===== src/rtl/core/hgl_pkg.sv =====
// shared types and constants for the hex grid land/water edge counter
package hgl_pkg;

    localparam int ROW_WIDTH_BITS = 7;
    localparam int OUT_BITS       = 16;
    localparam int PADDR_BITS     = 3;
    localparam int PDATA_BITS     = 32;

    localparam logic [PADDR_BITS-1:0]     ROW_WIDTH_ADDR  = 3'd0;
    localparam logic [ROW_WIDTH_BITS-1:0] ROW_WIDTH_RESET = 7'd64;

    typedef struct packed {
        logic       last;
        logic [1:0] add;
    } t_cell_ev;

endpackage


===== src/rtl/core/hgl_cfg.sv =====
// apb register block holding the row width
module hgl_cfg (
    input  logic                                 i_clk,
    input  logic                                 i_rst_n,
    input  logic                                 psel,
    input  logic                                 penable,
    input  logic                                 pwrite,
    input  logic [hgl_pkg::PADDR_BITS-1:0]       paddr,
    input  logic [hgl_pkg::PDATA_BITS-1:0]       pwdata,
    output logic [hgl_pkg::PDATA_BITS-1:0]       prdata,
    output logic                                 pready,
    output logic [hgl_pkg::ROW_WIDTH_BITS-1:0]   o_row_width
);

    logic [hgl_pkg::ROW_WIDTH_BITS-1:0] r_row_width;
    logic [hgl_pkg::ROW_WIDTH_BITS-1:0] n_row_width;
    logic                               wr_en;

    assign pready = 1'b1;
    assign wr_en  = psel && penable && pwrite && pready;

    always_comb begin
        n_row_width = r_row_width;
        if (wr_en && (paddr == hgl_pkg::ROW_WIDTH_ADDR)) begin
            n_row_width = pwdata[hgl_pkg::ROW_WIDTH_BITS-1:0];
        end
    end

    always_ff @(posedge i_clk) begin
        if (!i_rst_n) begin
            r_row_width <= hgl_pkg::ROW_WIDTH_RESET;
        end else begin
            r_row_width <= n_row_width;
        end
    end

    always_comb begin
        unique case (paddr)
            hgl_pkg::ROW_WIDTH_ADDR: begin
                prdata = {{(hgl_pkg::PDATA_BITS-hgl_pkg::ROW_WIDTH_BITS){1'b0}}, r_row_width};
            end
            default: begin
                prdata = '0;
            end
        endcase
    end

    assign o_row_width = r_row_width;

endmodule


===== src/rtl/core/hgl_cell_proc.sv =====
// column tracking, previous-row buffer and neighbor compare for one cell
module hgl_cell_proc #(
    parameter int MAX_COLS = 64
) (
    input  logic                               i_clk,
    input  logic                               i_rst_n,
    input  logic                               i_accept,
    input  logic                               i_is_land,
    input  logic                               i_last_cell,
    input  logic [hgl_pkg::ROW_WIDTH_BITS-1:0] i_row_width,
    output hgl_pkg::t_cell_ev                  o_ev
);

    localparam int CW  = (MAX_COLS > 1) ? $clog2(MAX_COLS) : 1;
    localparam int WBR = $clog2(MAX_COLS + 2);
    localparam int WB  = (WBR > hgl_pkg::ROW_WIDTH_BITS + 1) ? WBR
                                                              : hgl_pkg::ROW_WIDTH_BITS + 1;

    logic          mem [MAX_COLS];
    logic          r_rd_a;
    logic          r_rd_b;
    logic [CW-1:0] r_col;
    logic          r_odd;
    logic          r_first;
    logic          r_left;
    logic          r_ul;
    logic          r_above;
    logic          r_use_a;

    logic [CW-1:0] n_col;
    logic          n_odd;
    logic          n_first;

    logic [WB-1:0] rw_ext;
    logic [WB-1:0] w_eff;
    logic [WB-1:0] col_ext;
    logic [WB-1:0] col_p1;
    logic [WB-1:0] col_p2;
    logic [WB-1:0] rd_b_sel;
    logic [CW-1:0] rd_b_addr;
    logic          above;
    logic          wrap;
    logic          row_end;
    logic          t_left;
    logic          t_up;
    logic          t_up_r;
    logic          t_up_l;

    assign rw_ext  = WB'(i_row_width);
    assign col_ext = WB'(r_col);
    assign col_p1  = col_ext + WB'(1);
    assign col_p2  = col_ext + WB'(2);

    always_comb begin
        if (rw_ext == '0) begin
            w_eff = WB'(1);
        end else if (rw_ext > WB'(MAX_COLS)) begin
            w_eff = WB'(MAX_COLS);
        end else begin
            w_eff = rw_ext;
        end
    end

    assign above   = r_use_a ? r_rd_a : r_above;
    assign wrap    = (col_p1 >= w_eff);
    assign row_end = wrap || i_last_cell;

    assign t_left = (r_col != '0) && (r_left != i_is_land);
    assign t_up   = !r_first && (above != i_is_land);
    assign t_up_r = !r_first && r_odd && (col_p1 < w_eff) && (r_rd_b != i_is_land);
    assign t_up_l = !r_first && !r_odd && (r_col != '0) && (r_ul != i_is_land);

    assign o_ev.last = i_last_cell;
    assign o_ev.add  = 2'(t_left) + 2'(t_up) + 2'(t_up_r) + 2'(t_up_l);

    assign rd_b_sel  = row_end ? WB'(1) : col_p2;
    assign rd_b_addr = (rd_b_sel < WB'(MAX_COLS)) ? CW'(rd_b_sel) : '0;

    always_comb begin
        n_col   = r_col;
        n_odd   = r_odd;
        n_first = r_first;
        if (i_last_cell) begin
            n_col   = '0;
            n_odd   = 1'b0;
            n_first = 1'b1;
        end else if (wrap) begin
            n_col   = '0;
            n_odd   = !r_odd;
            n_first = 1'b0;
        end else begin
            n_col   = CW'(col_p1);
        end
    end

    always_ff @(posedge i_clk) begin
        if (i_accept) begin
            mem[r_col] <= i_is_land;
            r_rd_a     <= (r_col == '0) ? i_is_land : mem[0];
            r_rd_b     <= (rd_b_addr == r_col) ? i_is_land : mem[rd_b_addr];
        end
    end

    always_ff @(posedge i_clk) begin
        if (i_accept) begin
            r_above <= r_rd_b;
            r_ul    <= row_end ? 1'b0 : above;
        end
    end

    always_ff @(posedge i_clk) begin
        if (!i_rst_n) begin
            r_col   <= '0;
            r_odd   <= 1'b0;
            r_first <= 1'b1;
            r_left  <= 1'b0;
            r_use_a <= 1'b1;
        end else if (i_accept) begin
            r_col   <= n_col;
            r_odd   <= n_odd;
            r_first <= n_first;
            r_left  <= row_end ? 1'b0 : i_is_land;
            r_use_a <= row_end;
        end
    end

endmodule


===== src/rtl/core/hgl_accum.sv =====
// saturating edge counter and result word register
module hgl_accum #(
    parameter int COUNT_BITS = 16
) (
    input  logic                         i_clk,
    input  logic                         i_rst_n,
    input  logic                         i_accept,
    input  hgl_pkg::t_cell_ev            i_ev,
    input  logic                         i_stall,
    output logic                         o_valid,
    output logic [hgl_pkg::OUT_BITS-1:0] o_beach_length
);

    logic [COUNT_BITS-1:0]                  r_count;
    logic                                   r_out_valid;
    logic [hgl_pkg::OUT_BITS-1:0]           r_out_data;
    logic [COUNT_BITS:0]                    sum;
    logic [COUNT_BITS-1:0]                  n_sat;
    logic [COUNT_BITS+hgl_pkg::OUT_BITS-1:0] sat_ext;

    assign sum     = {1'b0, r_count} + (COUNT_BITS+1)'(i_ev.add);
    assign n_sat   = sum[COUNT_BITS] ? {COUNT_BITS{1'b1}} : sum[COUNT_BITS-1:0];
    assign sat_ext = {{hgl_pkg::OUT_BITS{1'b0}}, n_sat};

    always_ff @(posedge i_clk) begin
        if (!i_rst_n) begin
            r_count     <= '0;
            r_out_valid <= 1'b0;
        end else begin
            if (i_accept) begin
                r_count <= i_ev.last ? '0 : n_sat;
            end
            if (i_accept && i_ev.last) begin
                r_out_valid <= 1'b1;
            end else if (!i_stall) begin
                r_out_valid <= 1'b0;
            end
        end
    end

    always_ff @(posedge i_clk) begin
        if (i_accept && i_ev.last) begin
            r_out_data <= sat_ext[hgl_pkg::OUT_BITS-1:0];
        end
    end

    assign o_valid        = r_out_valid;
    assign o_beach_length = r_out_data;

endmodule


===== src/rtl/core/hex_grid_land_water_edge_count.sv =====
// top level: hex grid land/water edge counter with apb width register
// the total is registered and appears on o_valid in the cycle after the last cell word is accepted
// throughput: one cell word per cycle while o_stall is low
// the input stalls only while a finished total waits and the output is stalled
// reset (i_rst_n low, synchronous): new image at row 0, count zero, row width 64
// the previous-row buffer is not cleared; it is refilled by the first row of each image
module hex_grid_land_water_edge_count #(
    parameter int MAX_COLS   = 64,
    parameter int COUNT_BITS = 16
) (
    input  logic                                i_clk,
    input  logic                                i_rst_n,
    input  logic                                i_valid,
    output logic                                o_stall,
    input  logic                                i_is_land,
    input  logic                                i_last_cell,
    output logic                                o_valid,
    input  logic                                i_stall,
    output logic [hgl_pkg::OUT_BITS-1:0]        o_beach_length,
    input  logic                                psel,
    input  logic                                penable,
    input  logic                                pwrite,
    input  logic [hgl_pkg::PADDR_BITS-1:0]      paddr,
    input  logic [hgl_pkg::PDATA_BITS-1:0]      pwdata,
    output logic [hgl_pkg::PDATA_BITS-1:0]      prdata,
    output logic                                pready
);

    logic                               accept;
    logic [hgl_pkg::ROW_WIDTH_BITS-1:0] row_width;
    hgl_pkg::t_cell_ev                  cell_ev;

    assign o_stall = o_valid && i_stall;
    assign accept  = i_valid && !o_stall;

    hgl_cfg u_cfg (
        .i_clk       (i_clk),
        .i_rst_n     (i_rst_n),
        .psel        (psel),
        .penable     (penable),
        .pwrite      (pwrite),
        .paddr       (paddr),
        .pwdata      (pwdata),
        .prdata      (prdata),
        .pready      (pready),
        .o_row_width (row_width)
    );

    hgl_cell_proc #(
        .MAX_COLS (MAX_COLS)
    ) u_cell_proc (
        .i_clk       (i_clk),
        .i_rst_n     (i_rst_n),
        .i_accept    (accept),
        .i_is_land   (i_is_land),
        .i_last_cell (i_last_cell),
        .i_row_width (row_width),
        .o_ev        (cell_ev)
    );

    hgl_accum #(
        .COUNT_BITS (COUNT_BITS)
    ) u_accum (
        .i_clk          (i_clk),
        .i_rst_n        (i_rst_n),
        .i_accept       (accept),
        .i_ev           (cell_ev),
        .i_stall        (i_stall),
        .o_valid        (o_valid),
        .o_beach_length (o_beach_length)
    );

`ifndef SYNTHESIS
    a_stall_only_when_full : assert property (@(posedge i_clk) disable iff (!i_rst_n)
        o_stall |-> o_valid)
        else $error("input stalled with no pending total");

    a_last_gives_total : assert property (@(posedge i_clk) disable iff (!i_rst_n)
        (i_valid && !o_stall && i_last_cell) |=> o_valid)
        else $error("no total after last cell");

    a_no_spurious_total : assert property (@(posedge i_clk) disable iff (!i_rst_n)
        (!o_valid && i_valid && !o_stall && !i_last_cell) |=> !o_valid)
        else $error("total without last cell");
`endif

endmodule


===== config.mk =====
export PLATFORM = sky130hd
export DESIGN_NAME = hex_grid_land_water_edge_count
export DESIGN_NICKNAME = d
export VERILOG_FILES = /design/src/rtl/core/hgl_pkg.sv /design/src/rtl/core/hgl_cfg.sv /design/src/rtl/core/hgl_cell_proc.sv /design/src/rtl/core/hgl_accum.sv /design/src/rtl/core/hex_grid_land_water_edge_count.sv
export SDC_FILE = /design/constraint.sdc
export NUM_CORES = 1
export LEC_CHECK = 0
export BUFFER_PORTS_ARGS = -buffer_cell sky130_fd_sc_hd__buf_2
export CAP_MARGIN = 10
export CELL_PAD_IN_SITES_DETAIL_PLACEMENT = 0
export CELL_PAD_IN_SITES_GLOBAL_PLACEMENT = 1
export CORE_UTILIZATION = 45
export CTS_CLUSTER_DIAMETER = 200
export CTS_CLUSTER_SIZE = 14
export DETAILED_ROUTE_END_ITERATION = 7
export PLACE_DENSITY = 0.9
export RECOVER_POWER = 50
export SYNTH_ARGS = -nofsm -noshare
export SYNTH_HDL_FRONTEND = slang
export SYNTH_HIERARCHICAL = 1
export SYNTH_SLANG_ARGS = --single-unit

===== constraint.sdc =====
create_clock -name i_clk -period 4.7 [get_ports i_clk]
set_input_delay 0.94 -clock i_clk [delete_from_list [all_inputs] [get_ports i_clk]]
set_output_delay 0.94 -clock i_clk [all_outputs]
set_load 0.05 [all_outputs]

==> results of run 1 <==
[power breakdown]
group          internal, mW  total (mW)  switching [mW]  leakage [nW]
registers              1.13        1.14         0.00967          1.04
clock network         0.763        1.20           0.441         0.264
logic                0.0626       0.250           0.188          1.37
total                  1.96        2.60           0.638          2.67
[tightest hold or removal path: stages (launching register included)]
cell     delay [ns]
dfxtp_1        0.32
nand2_1        0.06
mux2i_1        0.05
[cells by family after synthesis]
| kind of cell | Yosys count | share of synthesized area |
|---|---|---|
| adder cells (fa/ha/maj) | 18 | 0.03682 |
| flip-flops | 118 | 0.4909 |
| other | 2 | 0.001151 |
| buffers and inverters | 70 | 0.06788 |
| AO/OA/AOI/OAI | 118 | 0.1279 |
| multiplexers | 23 | 0.03643 |
| XOR/XNOR | 20 | 0.02685 |
| AND/OR/NAND/NOR | 276 | 0.2121 |
[final cells by class]
type | instances | area [um^2] | area share
clock buffer | 19 | 432.9 | 0.05958
tap | 180 | 225.2 | 0.03100
clock inverter | 13 | 113.9 | 0.01567
inverter | 11 | 41.29 | 0.005683
timing repair buffer | 57 | 289.0 | 0.03978
multi-input combinational | 481 | 2960 | 0.4074
sequential | 118 | 3203 | 0.4408
[placed cells by master, fill, tap and decap left out, types with 4 or more instances in the layout]
master / n
clkbuf_16: 17
a21oi_1: 29
nand4b_1: 4
a311oi_1: 4
clkinv_1: 5
buf_2: 24
nand3_1: 20
edfxtp_1: 84
o211ai_1: 7
nor2b_1: 5
dfxtp_1: 34
and2_1: 4
mux2_2: 5
nand2_1: 76
nor2_1: 99
buf_4: 12
and4_1: 4
and3_1: 7
xnor2_1: 8
o21ai_0: 16
clkbuf_1: 23
nor4_1: 4
and2_2: 7
conb_1: 26
a211oi_1: 8
a31oi_1: 13
xor2_1: 12
nand4_1: 7
o21a_1: 5
ha_1: 16
inv_1: 11
mux2i_1: 17
nor3_1: 11
clkinv_2: 4
[layer usage]
metal,vias up,GRT usage
met4,0,0.09909
li1,2374,-
met1,2367,0.2837
met3,30,0.05344
met2,196,0.3459
met5,-,0
[final timing paths]
kind	slack (ns)	end
setup / recovery	0.31	u_accum/o_beach_length[12]$_DFFE_PP_
setup reg to reg	0.31	u_accum/o_beach_length[12]$_DFFE_PP_
hold / removal	0.48	u_cfg/o_row_width[0]$_SDFFE_PN0P_
hold reg to reg	0.48	u_cfg/o_row_width[0]$_SDFFE_PN0P_
[what timing repair did]
item,in CTS,in global routing
hold buffers,0,0
buffers inserted,0,0
endpoints found under the setup margin,0,1
resized for setup,0,1
[flip-flops by register name, summed over array words and instances, names as in the netlist]
register / count
u_cell_proc/r_left: 1
u_cell_proc/r_first: 1
u_accum/o_beach_length: 16
u_accum/r_count: 16
u_cfg/o_row_width: 7
u_cell_proc/mem: 64
u_cell_proc/r_use_a: 1
u_cell_proc/r_rd_b: 1
u_accum/o_valid: 1
u_cell_proc/r_ul: 1
u_cell_proc/r_col: 6
u_cell_proc/r_above: 1
u_cell_proc/r_odd: 1
u_cell_proc/r_rd_a: 1
==> run_results.csv, run 1 <==
group,metric,value,unit
status,status,"finished, violations left",
status,failed_checks,"capacitance limit, slew limit",
route,drtIter0Drc,491,
timing,max_slew_margin,-0.6250,
power,power_leakage,2.674,nW
floorplanning,fp-row-count,43,
yosys,yosys.area.top_type_share,0.3866,
global_route,grt_overflow,0,
place,placed_area,6763,um^2
job,maxCapViolations,2,
yosys,ys_seq_elements,118,
cts,clock_path_buffers,2,
route,ant_nets,0,
route,wl_met1,6824,um
final_layout,area_delta_synth_final,11.35,%
yosys,seq_area_frac_synth,0.4909,
cts,cts.sinks,118,
timing,rsz0062_at_grt,"false",
floorplanning,die_area,14990,um^2
setup_path,rr_worst_depth,17,
yosys,syn_inst,645,
final_layout,num_antenna_cells,0,
worst_hold_path,hold_start,"u_cfg/o_row_width[0]$_SDFFE_PN0P_",
route,wl_met2,7129,um
setup_path,worstPathMaxFanout,5,
setup_path,startpoint_type,"register",
final_layout,fin_nets,748,
yosys,synthMostInstantiatedCell,"nor2_1",
yosys,syn_area_per_cell,10.12,um^2
timing,fmaxAchievable,0.2277,GHz
floorplanning,io_pins,95,
floorplanning,start_util,0.4665,
yosys,ys_types,77,
timing,slew_violations,85,
floorplanning,core_area,13990,um^2
power,vdd_drop_max,265.0,uV
timing,hold_viol,0,
setup_path,cp-end-kind,"register",
cts,cts_inserted_buffers,17,
route,vias,4967,
power,p_per_area,357.5,nW/um^2
timing,finalSetupViolations,0,
global_route,antenna_found_initial,0,
route,dr.max_layer_used,"met4",
global_route,grt.total_usage,0.2191,
setup_path,path_delay_family,"simple AND/OR/NAND/NOR gates",
floorplanning,die_h,122.4,um
setup_path,crit_required,4.87,ns
setup_path,crit_chain,"ha_1 -> nand2_1 -> nor2_1 -> xor2_1 -> ha_1 -> a21o_1 -> a21oi_1 -> nand4b_1 -> nor2_1 -> ha_1 -> xor2_1 -> inv_1 -> fa_1 -> nand3b_2 -> nor2_2 -> nand2_1 -> mux2_1",
final_layout,fillers,1282,
power,power,2.598,mW
final_layout,finalInstanceArea,7266,um^2
yosys,yosys_warnings,6,
route,wl,15370,um
worst_hold_path,holdPathStages,2,
final_layout,stdcell_count,879,
setup_path,critPathSlowestCell,"fa_1",
yosys,synth_flop_cell,"edfxtp_1",
setup_path,cp.depth,17,
route,route.met3.wl,931,um
final_layout,layout-drive-gt1-share,0.1474,
cts,cts_max_level,4,
worst_hold_path,hold_path_class,"register to register",
setup_path,crit_start,"u_cell_proc/r_col[1]$_SDFFE_PN0P_",
place,numPortBuffers,43,
place,dp.cells,847,
setup_path,path_buf_inv,1,
route,viasPerCell,5.651,
timing,setup_ws,0.3073,ns
yosys,netlist_area,6525,um^2
yosys,synth_enable_flop_cells,84,
timing,worstMarginPinSlew,2.438,ns
cts,clkTransAtPathRegs,0.05,ns
timing,setup_tns,0,ns
cts,cts_tree,"built",
timing,skew,0.01276,ns
timing,fin_crit,4.393,ns
floorplanning,fp.dieW,122.4,um
setup_path,critical_path.max_stage_delay,0.51,ns
global_route,grt_pass1_vias,4723,
route,routedWlPerCell,17.49,um
setup_path,crit_top_cell,"ha_1",
route,drc_errors,0,
global_route,grt_pass1_wl,24470,um
timing,holdWs,0.4785,ns
setup_path,crit_type,"register to register",
yosys,synth_area_leaders,"edfxtp_1, dfxtp_1, nor2_1",
yosys,yosysTopAreaCell,"edfxtp_1",
global_route,grt_max_degree,68,
yosys,async_flop_share,0,
timing,fin_crit_sh,0.9346,
yosys,synth_common_cells,"nor2_1, edfxtp_1, nand2_1",
place,pre_cts_slack,0.2333,ns
cts,cts_root_buffer,"clkbuf_16",
place,dp_hpwl,10320,um
setup_path,worstReg2RegStart,"u_cell_proc/r_col[1]$_SDFFE_PN0P_",
setup_path,arrival,4.56,ns
route,drt-pass1-iter-count,5,
final_layout,final_core_util,0.5194,
place,routabilityCongestion,0.8973,
cts,clock_latency,0.42,ns
(Power assumes the default switching activity.)
==> run 2, diff against run 1 <==
--- a/config.mk
+++ b/config.mk
@@ -9,10 +9,12 @@
 export CAP_MARGIN = 10
 export CELL_PAD_IN_SITES_DETAIL_PLACEMENT = 0
 export CELL_PAD_IN_SITES_GLOBAL_PLACEMENT = 1
+export CORE_MARGIN = 2
 export CORE_UTILIZATION = 45
 export CTS_CLUSTER_DIAMETER = 200
 export CTS_CLUSTER_SIZE = 14
 export DETAILED_ROUTE_END_ITERATION = 7
+export GPL_ROUTABILITY_DRIVEN = 0
 export PLACE_DENSITY = 0.9
 export RECOVER_POWER = 50
 export SYNTH_ARGS = -nofsm -noshare
==> run 2 against run 1 <==
  * The run still ends with capacitance limit, slew limit left
  * Maximum frequency is 0.45% higher
  * Routed wire length is 1.7% lower
  * Utilization is 0.93 points lower
  * Combinational power hardly changed
  * Clock skew is 0.0053 ns lower
  * Hold slack better by 0.00055 ns
  * First-iteration DRC count is 26% higher
  * Final cell count is 0.23% higher
  * Clock-buffer cell count is 1 higher
  * Clock power is 11% higher
  * Power is 4.8% higher
  * Critical endpoint is now u_accum/o_beach_length[9]$_DFFE_PP_
  * Largest cell class unchanged
==> run_results.csv, run 2 (same netlist as run 1, synthesis figures left out) <==
group,metric,value,unit
setup_path,crit_required,4.92,ns
setup_path,path_delay_family,"adder cells",
cts,holdBufCountCts,0,
route,drtIter0Drc,620,
place,pre_cts_slack,0.3221,ns
route,routedWlPerCell,17.16,um
cts,cts.sinks,118,
setup_path,crit_type,"register to register",
floorplanning,fp.dieW,124.4,um
setup_path,crit_chain,"buf_4 -> inv_1 -> ha_1 -> nor3b_2 -> nor4_1 -> fa_1 -> ha_1 -> xor2_1 -> inv_1 -> fa_1 -> nand3b_2 -> nor2_1 -> buf_4 -> a21boi_1 -> o31ai_1",
final_layout,layout-drive-gt1-share,0.1535,
floorplanning,die_area,15480,um^2
cts,cts_tree,"built",
setup_path,worstPathMaxFanout,22,
floorplanning,io_pins,95,
setup_path,worstReg2RegStart,"u_cell_proc/r_col[1]$_SDFFE_PN0P_",
floorplanning,die_h,124.4,um
setup_path,startpoint_type,"register",
timing,skew,0.007493,ns
setup_path,critical_path.max_stage_delay,0.50,ns
cts,cts_root_buffer,"clkbuf_16",
final_layout,final_cell_mix,"nor2_1, edfxtp_1, nand2_1",
cts,clkTransAtPathRegs,0.05,ns
global_route,grt_pass1_vias,4837,
place,dp_hpwl,10130,um
floorplanning,start_util,0.4541,
timing,rsz0062_at_grt,"false",
setup_path,cp-endpoint,"u_accum/o_beach_length[9]$_DFFE_PP_",
setup_path,rr_worst_depth,15,
cts,clock_path_buffers,2,
final_layout,area_delta_synth_final,12.33,%
setup_path,cp.depth,15,
worst_hold_path,hold_path_class,"register to register",
cts,cts_max_level,4,
status,status,"finished, violations left",
global_route,grt_overflow,0,
timing,fin_crit,4.373,ns
setup_path,crit_start,"u_cell_proc/r_col[1]$_SDFFE_PN0P_",
final_layout,largest_reg_flops,64,
setup_path,path_buf_inv,4,
job,maxCapViolations,2,
place,numPortBuffers,43,
setup_path,rr_endpoint,"u_accum/o_beach_length[9]$_DFFE_PP_",
route,ant_nets,0,
timing,fin_crit_sh,0.9304,
final_layout,fillers,1247,
final_layout,num_antenna_cells,0,
global_route,grt_pass1_wl,23970,um
setup_path,critPathSlowestCell,"fa_1",
timing,hold_viol,0,
status,failed_checks,"capacitance limit, slew limit",
route,vias,5009,
setup_path,ff2ff_setup_slack,0.33,ns
final_layout,layout_commonest_cell,"nor2_1",
timing,fmaxAchievable,0.2287,GHz
power,vdd_drop_max,218.6,uV
timing,slew_violations,85,
power,power_leakage,2.700,nW
global_route,grt_max_degree,68,
route,drc_errors,0,
cts,clock_latency,0.42,ns
route,drt-pass1-iter-count,5,
floorplanning,fp-row-count,44,
floorplanning,core_area,14370,um^2
power,p_per_area,371.4,nW/um^2
route,wl,15110,um
timing,worstMarginPinSlew,2.430,ns
final_layout,final_core_util,0.5101,
timing,setup_ws,0.3269,ns
cts,cts_inserted_buffers,17,
setup_path,arrival,4.59,ns
global_route,grt.total_usage,0.1959,
global_route,antenna_found_initial,0,
timing,max_slew_margin,-0.6198,
setup_path,cp-end-kind,"register",
route,viasPerCell,5.686,
timing,finalSetupViolations,0,
cts,postCtsSetupRepairBufs,0,
final_layout,largest_register,"u_cell_proc/mem",
final_layout,fin_nets,746,
timing,setup_tns,0,ns
-- run 2: power by group --
part	leakage (nW)	switching, mW	internal [mW]
clock	0.297	0.454	0.875
sequential	1.04	0.00985	1.13
combinational	1.37	0.188	0.0612
total	2.70	0.652	2.07
-- run 2: worst min-delay path: stages, from the launching register on --
cell and delay [ns]:
dfxtp_1 0.32, nand2_1 0.06, mux2i_1 0.06
-- run 2: area by class of cell --
class	count	area [um^2]	area share
clock buffers	20	467.9	0.06384
multi-input cells	481	2963	0.4042
inverters	11	41.29	0.005633
flip-flops and latches	118	3204	0.4372
well taps	184	230.2	0.03141
repair buffers	55	272.8	0.03721
clock inverters	12	150.1	0.02048
-- run 2: timing repair --
item / CTS / global route
hold endpoints to repair: 0 / 0
endpoints found under the setup margin: 0 / 13
resized for setup: 0 / 2
-- run 2: how the worst min path moves through the flow --
stage                                                    to  cells after the start                              start  slack [ns]
after floorplan           u_cfg/o_row_width[0]$_SDFFE_PN0P_                      2  u_cfg/o_row_width[0]$_SDFFE_PN0P_        0.44
after global placement        u_cell_proc/r_above$_DFFE_PP_                      0       u_cell_proc/r_rd_b$_DFFE_PP_        0.45
after detailed placement  u_cfg/o_row_width[0]$_SDFFE_PN0P_                      2  u_cfg/o_row_width[0]$_SDFFE_PN0P_        0.47
after CTS                 u_cfg/o_row_width[0]$_SDFFE_PN0P_                      2  u_cfg/o_row_width[0]$_SDFFE_PN0P_        0.48
after global routing          u_cell_proc/r_above$_DFFE_PP_                      0       u_cell_proc/r_rd_b$_DFFE_PP_        0.51
final                     u_cfg/o_row_width[0]$_SDFFE_PN0P_                      2  u_cfg/o_row_width[0]$_SDFFE_PN0P_        0.48
-- run 2: layer usage --
layer | GRT usage | vias up | wire (um)
met5 | 0 | - | 0
met4 | 0.09782 | 0 | 536
met2 | 0.3205 | 242 | 7206
li1 | - | 2360 | -
met1 | 0.2352 | 2366 | 6110
met3 | 0.05842 | 41 | 1260
-- run 2: metrics by stage --
stage / std cells / cell area (um^2) / total power, mW / hold WS [ns]
final: 881 / 7330 / 2.722 / 0.4791
after global routing: 881 / 7330 / 2.805 / 0.5139
after CTS: 881 / 7371 / 2.744 / 0.4816
after detailed placement: 849 / 6753 / 1.413 / 0.4686
after global placement: 849 / 6753 / 1.408 / 0.4538
after floorplan: 669 / 6615 / 1.369 / 0.4428
==> run 3, diff against run 2 <==
--- a/config.mk
+++ b/config.mk
@@ -5,17 +5,18 @@
 export SDC_FILE = /design/constraint.sdc
 export NUM_CORES = 1
 export LEC_CHECK = 0
+export ABC_AREA = 1
 export BUFFER_PORTS_ARGS = -buffer_cell sky130_fd_sc_hd__buf_2
 export CAP_MARGIN = 10
 export CELL_PAD_IN_SITES_DETAIL_PLACEMENT = 0
 export CELL_PAD_IN_SITES_GLOBAL_PLACEMENT = 1
 export CORE_MARGIN = 2
-export CORE_UTILIZATION = 45
+export CORE_UTILIZATION = 43
 export CTS_CLUSTER_DIAMETER = 200
 export CTS_CLUSTER_SIZE = 14
 export DETAILED_ROUTE_END_ITERATION = 7
 export GPL_ROUTABILITY_DRIVEN = 0
-export PLACE_DENSITY = 0.9
+export PLACE_DENSITY = 0.89
 export RECOVER_POWER = 50
 export SYNTH_ARGS = -nofsm -noshare
 export SYNTH_HDL_FRONTEND = slang
==> run 3 against run 2 <==
  * The run still ends with capacitance limit, slew limit left
  * Non-clock buffer count fell by 5
  * Die area rose by 6.2%
  * Combinational power up 19%
  * Global-route usage is 0.86 points lower
  * Final area grew 1.2%
  * Clock skew down 0.0021 ns
  * Worst setup slack better by 0.057 ns
  * Maximum frequency increased by 1.3%
  * Sequential cell count unchanged
  * Clock-buffer cell count is 3 lower
  * Clock power barely moved
  * Routed wire length shrank 2.2%
  * Highest routed layer unchanged
==> run_results.csv, run 3 <==
group,metric,value,unit
global_route,grt_overflow,0,
cts,cts_root_buffer,"clkbuf_16",
job,maxCapViolations,1,
route,drc_errors,0,
cts,cts.sinks,118,
final_layout,largest_reg_flops,64,
route,wl,14780,um
floorplanning,io_pins,95,
status,status,"finished, violations left",
cts,cts_max_level,4,
timing,setup_tns,0,ns
worst_hold_path,hold_path_class,"register to register",
yosys,synth_top_family_by_area,"simple AND/OR/NAND/NOR gates",
power,power,2.745,mW
yosys,synth_enable_flop_cells,84,
yosys,syn_area_per_cell,8.303,um^2
timing,fin_crit_sh,0.9182,
route,viasPerCell,4.993,
place,placed_area,6895,um^2
yosys,synth-adder-area-share,0.03621,
status,failed_checks,"capacitance limit, slew limit",
yosys,synthMostInstantiatedCell,"nand2_1",
yosys,synth_flop_cell,"edfxtp_1",
cts,clock_latency,0.42,ns
setup_path,rr_endpoint,"u_cell_proc/r_rd_b$_DFFE_PP_",
timing,max_slew_margin,-0.2015,
setup_path,cp-end-kind,"register",
power,vdd_drop_max,268.6,uV
yosys,netlist_area,6634,um^2
cts,cts_inserted_buffers,17,
setup_path,cp-endpoint,"u_cell_proc/r_rd_b$_DFFE_PP_",
setup_path,critPathSlowestCell,"nand4_4",
timing,slew_violations,49,
final_layout,finalInstanceArea,7417,um^2
final_layout,num_antenna_cells,0,
route,drtIter0Drc,436,
yosys,ys_seq_elements,118,
route,ant_nets,0,
yosys,synth_xor_area_frac,0.007922,
yosys,synth-simple-area-share,0.2935,
setup_path,arrival,4.49,ns
final_layout,final_core_util,0.4897,
setup_path,crit_top_cell,"nand2_1",
cts,clock_path_buffers,2,
yosys,yosysTopAreaCell,"edfxtp_1",
route,routedWlPerCell,14.13,um
floorplanning,start_util,0.4380,
timing,holdWs,0.4713,ns
global_route,grt_pass1_vias,4910,
setup_path,path_delay_family,"simple AND/OR/NAND/NOR gates",
setup_path,cp.depth,21,
global_route,antenna_found_initial,0,
floorplanning,fp-row-count,45,
yosys,seq_area_frac_synth,0.4828,
setup_path,worstPathMaxFanout,40,
setup_path,critical_path.max_stage_delay,0.69,ns
setup_path,startpoint_type,"register",
final_layout,layout_commonest_cell,"nand2_1",
yosys,ys_types,47,
floorplanning,fp.dieW,128.2,um
floorplanning,die_h,128.2,um
setup_path,crit_chain,"ha_1 -> nand2_1 -> inv_1 -> nand2_1 -> o21ai_0 -> o21ai_0 -> ha_1 -> nand2_1 -> nor2_2 -> a21oi_2 -> nand4_4 -> nand2_1 -> o21ai_1 -> nand2_1 -> nand3_1 -> nand3_1 -> nand3_1 -> nand3_1 -> nand2_1 -> nand2_1 -> nand2_1",
timing,skew,0.005415,ns
route,drt-pass1-iter-count,5,
yosys,yosys.area.top_type_share,0.3802,
global_route,grt.total_usage,0.1873,
timing,worstMarginPinSlew,1.802,ns
cts,postCtsSetupRepairBufs,0,
setup_path,ff2ff_setup_slack,0.38,ns
final_layout,fin_nets,907,
place,pre_cts_slack,0.4632,ns
yosys,synth_common_cells,"nand2_1, nor2_1, inv_1",
yosys,synth_area_leaders,"edfxtp_1, dfxtp_1, nand2_1",
place,dp.cells,1014,
yosys,yosys_warnings,6,
yosys,async_flop_share,0,
yosys,syn_inst,799,
timing,finalSetupViolations,0,
yosys,muxShareOfSynthArea,0.001509,
timing,fmaxAchievable,0.2317,GHz
route,vias,5223,
final_layout,area_delta_synth_final,11.81,%
setup_path,crit_required,4.87,ns
final_layout,stdcell_count,1046,
power,p_per_area,370.1,nW/um^2
cts,clkTransAtPathRegs,0.05,ns
setup_path,crit_type,"register to register",
global_route,grt_pass1_wl,23910,um
setup_path,rr_worst_depth,21,
setup_path,path_buf_inv,1,
final_layout,layout-drive-gt1-share,0.1096,
floorplanning,core_area,15150,um^2
floorplanning,die_area,16440,um^2
setup_path,crit_start,"u_cell_proc/r_col[2]$_SDFFE_PN0P_",
final_layout,final_cell_mix,"nand2_1, nor2_1, inv_1",
final_layout,largest_register,"u_cell_proc/mem",
timing,setup_ws,0.3844,ns
setup_path,worstReg2RegStart,"u_cell_proc/r_col[2]$_SDFFE_PN0P_",
cts,holdBufCountCts,0,
timing,hold_viol,0,
place,dp_hpwl,9561,um
cts,cts_resized,0,
timing,fin_crit,4.316,ns
cts,cts_tree,"built",
timing,rsz0062_at_grt,"false",
global_route,grt_max_degree,49,
yosys,synth_compound_gate_area_share,0.05488,
place,numPortBuffers,43,
power,power_leakage,3.174,nW
==> run 3: cell count changes after synthesis, sizes merged, moves of 7 or more <==
| cell | before | now |
|---|---|---|
| a31oi | 13 | 1 |
| and2 | 12 | 2 |
| and3 | 8 | 1 |
| buf | 51 | 42 |
| inv | 11 | 122 |
| mux2i | 17 | 1 |
| nand2 | 79 | 166 |
| nand3 | 21 | 84 |
| nand4 | 8 | 23 |
| nor2 | 103 | 130 |
| nor3 | 16 | 4 |
| xnor2 | 8 | 1 |
| xor2 | 12 | 5 |
==> run 3: cells by family after synthesis <==
logic type	after synthesis
muxes	1
other	2
AOI/OAI and AO/OA	61
buffers and inverters	174
and+or+nand+nor	419
adders and majority gates	18
xor gates and xnor gates	6
DFF	118
==> run 3: metal layers <==
layer,wire (um),up-vias,track usage
li1,-,2629,-
met5,0,-,0
met2,6987,141,0.3082
met1,6734,2429,0.2407
met4,277,0,0.07563
met3,781,24,0.04007
==> run 3: tightest hold or removal path, cell delays in order (launching register included) <==
cell and delay (ns):
dfxtp_1 0.32, nand2_1 0.07, nand2_1 0.04
==> run 3: final cells by class <==
type / count / area [um^2]
clock buffer: 17 / 425.4
clock inverter: 15 / 161.4
fill: 1461 / 7729
inverter: 127 / 478.0
multi-input combinational: 531 / 2681
sequential: 118 / 3203
tap: 188 / 235.2
timing repair buffer: 50 / 232.7
==> run 3: how the worst min path moves through the flow <==
stage                                                start                                to  cells after the start
after floorplan               u_cell_proc/r_rd_b$_DFFE_PP_     u_cell_proc/r_above$_DFFE_PP_                      0
after global placement    u_cell_proc/r_use_a$_SDFFE_PN1P_  u_cell_proc/r_use_a$_SDFFE_PN1P_                      2
after global routing       u_accum/r_count[0]$_SDFFE_PN0P_   u_accum/r_count[0]$_SDFFE_PN0P_                      2
after CTS                 u_cell_proc/r_use_a$_SDFFE_PN1P_  u_cell_proc/r_use_a$_SDFFE_PN1P_                      2
after detailed placement   u_accum/r_count[0]$_SDFFE_PN0P_   u_accum/r_count[0]$_SDFFE_PN0P_                      2
final                     u_cell_proc/r_use_a$_SDFFE_PN1P_  u_cell_proc/r_use_a$_SDFFE_PN1P_                      2
==> run 3: power by group <==
group	switching, mW	internal (mW)	total, mW
Combinational	0.229	0.0682	0.297
Sequential	0.0156	1.14	1.15
Clock	0.473	0.823	1.30
Total	0.717	2.03	2.75
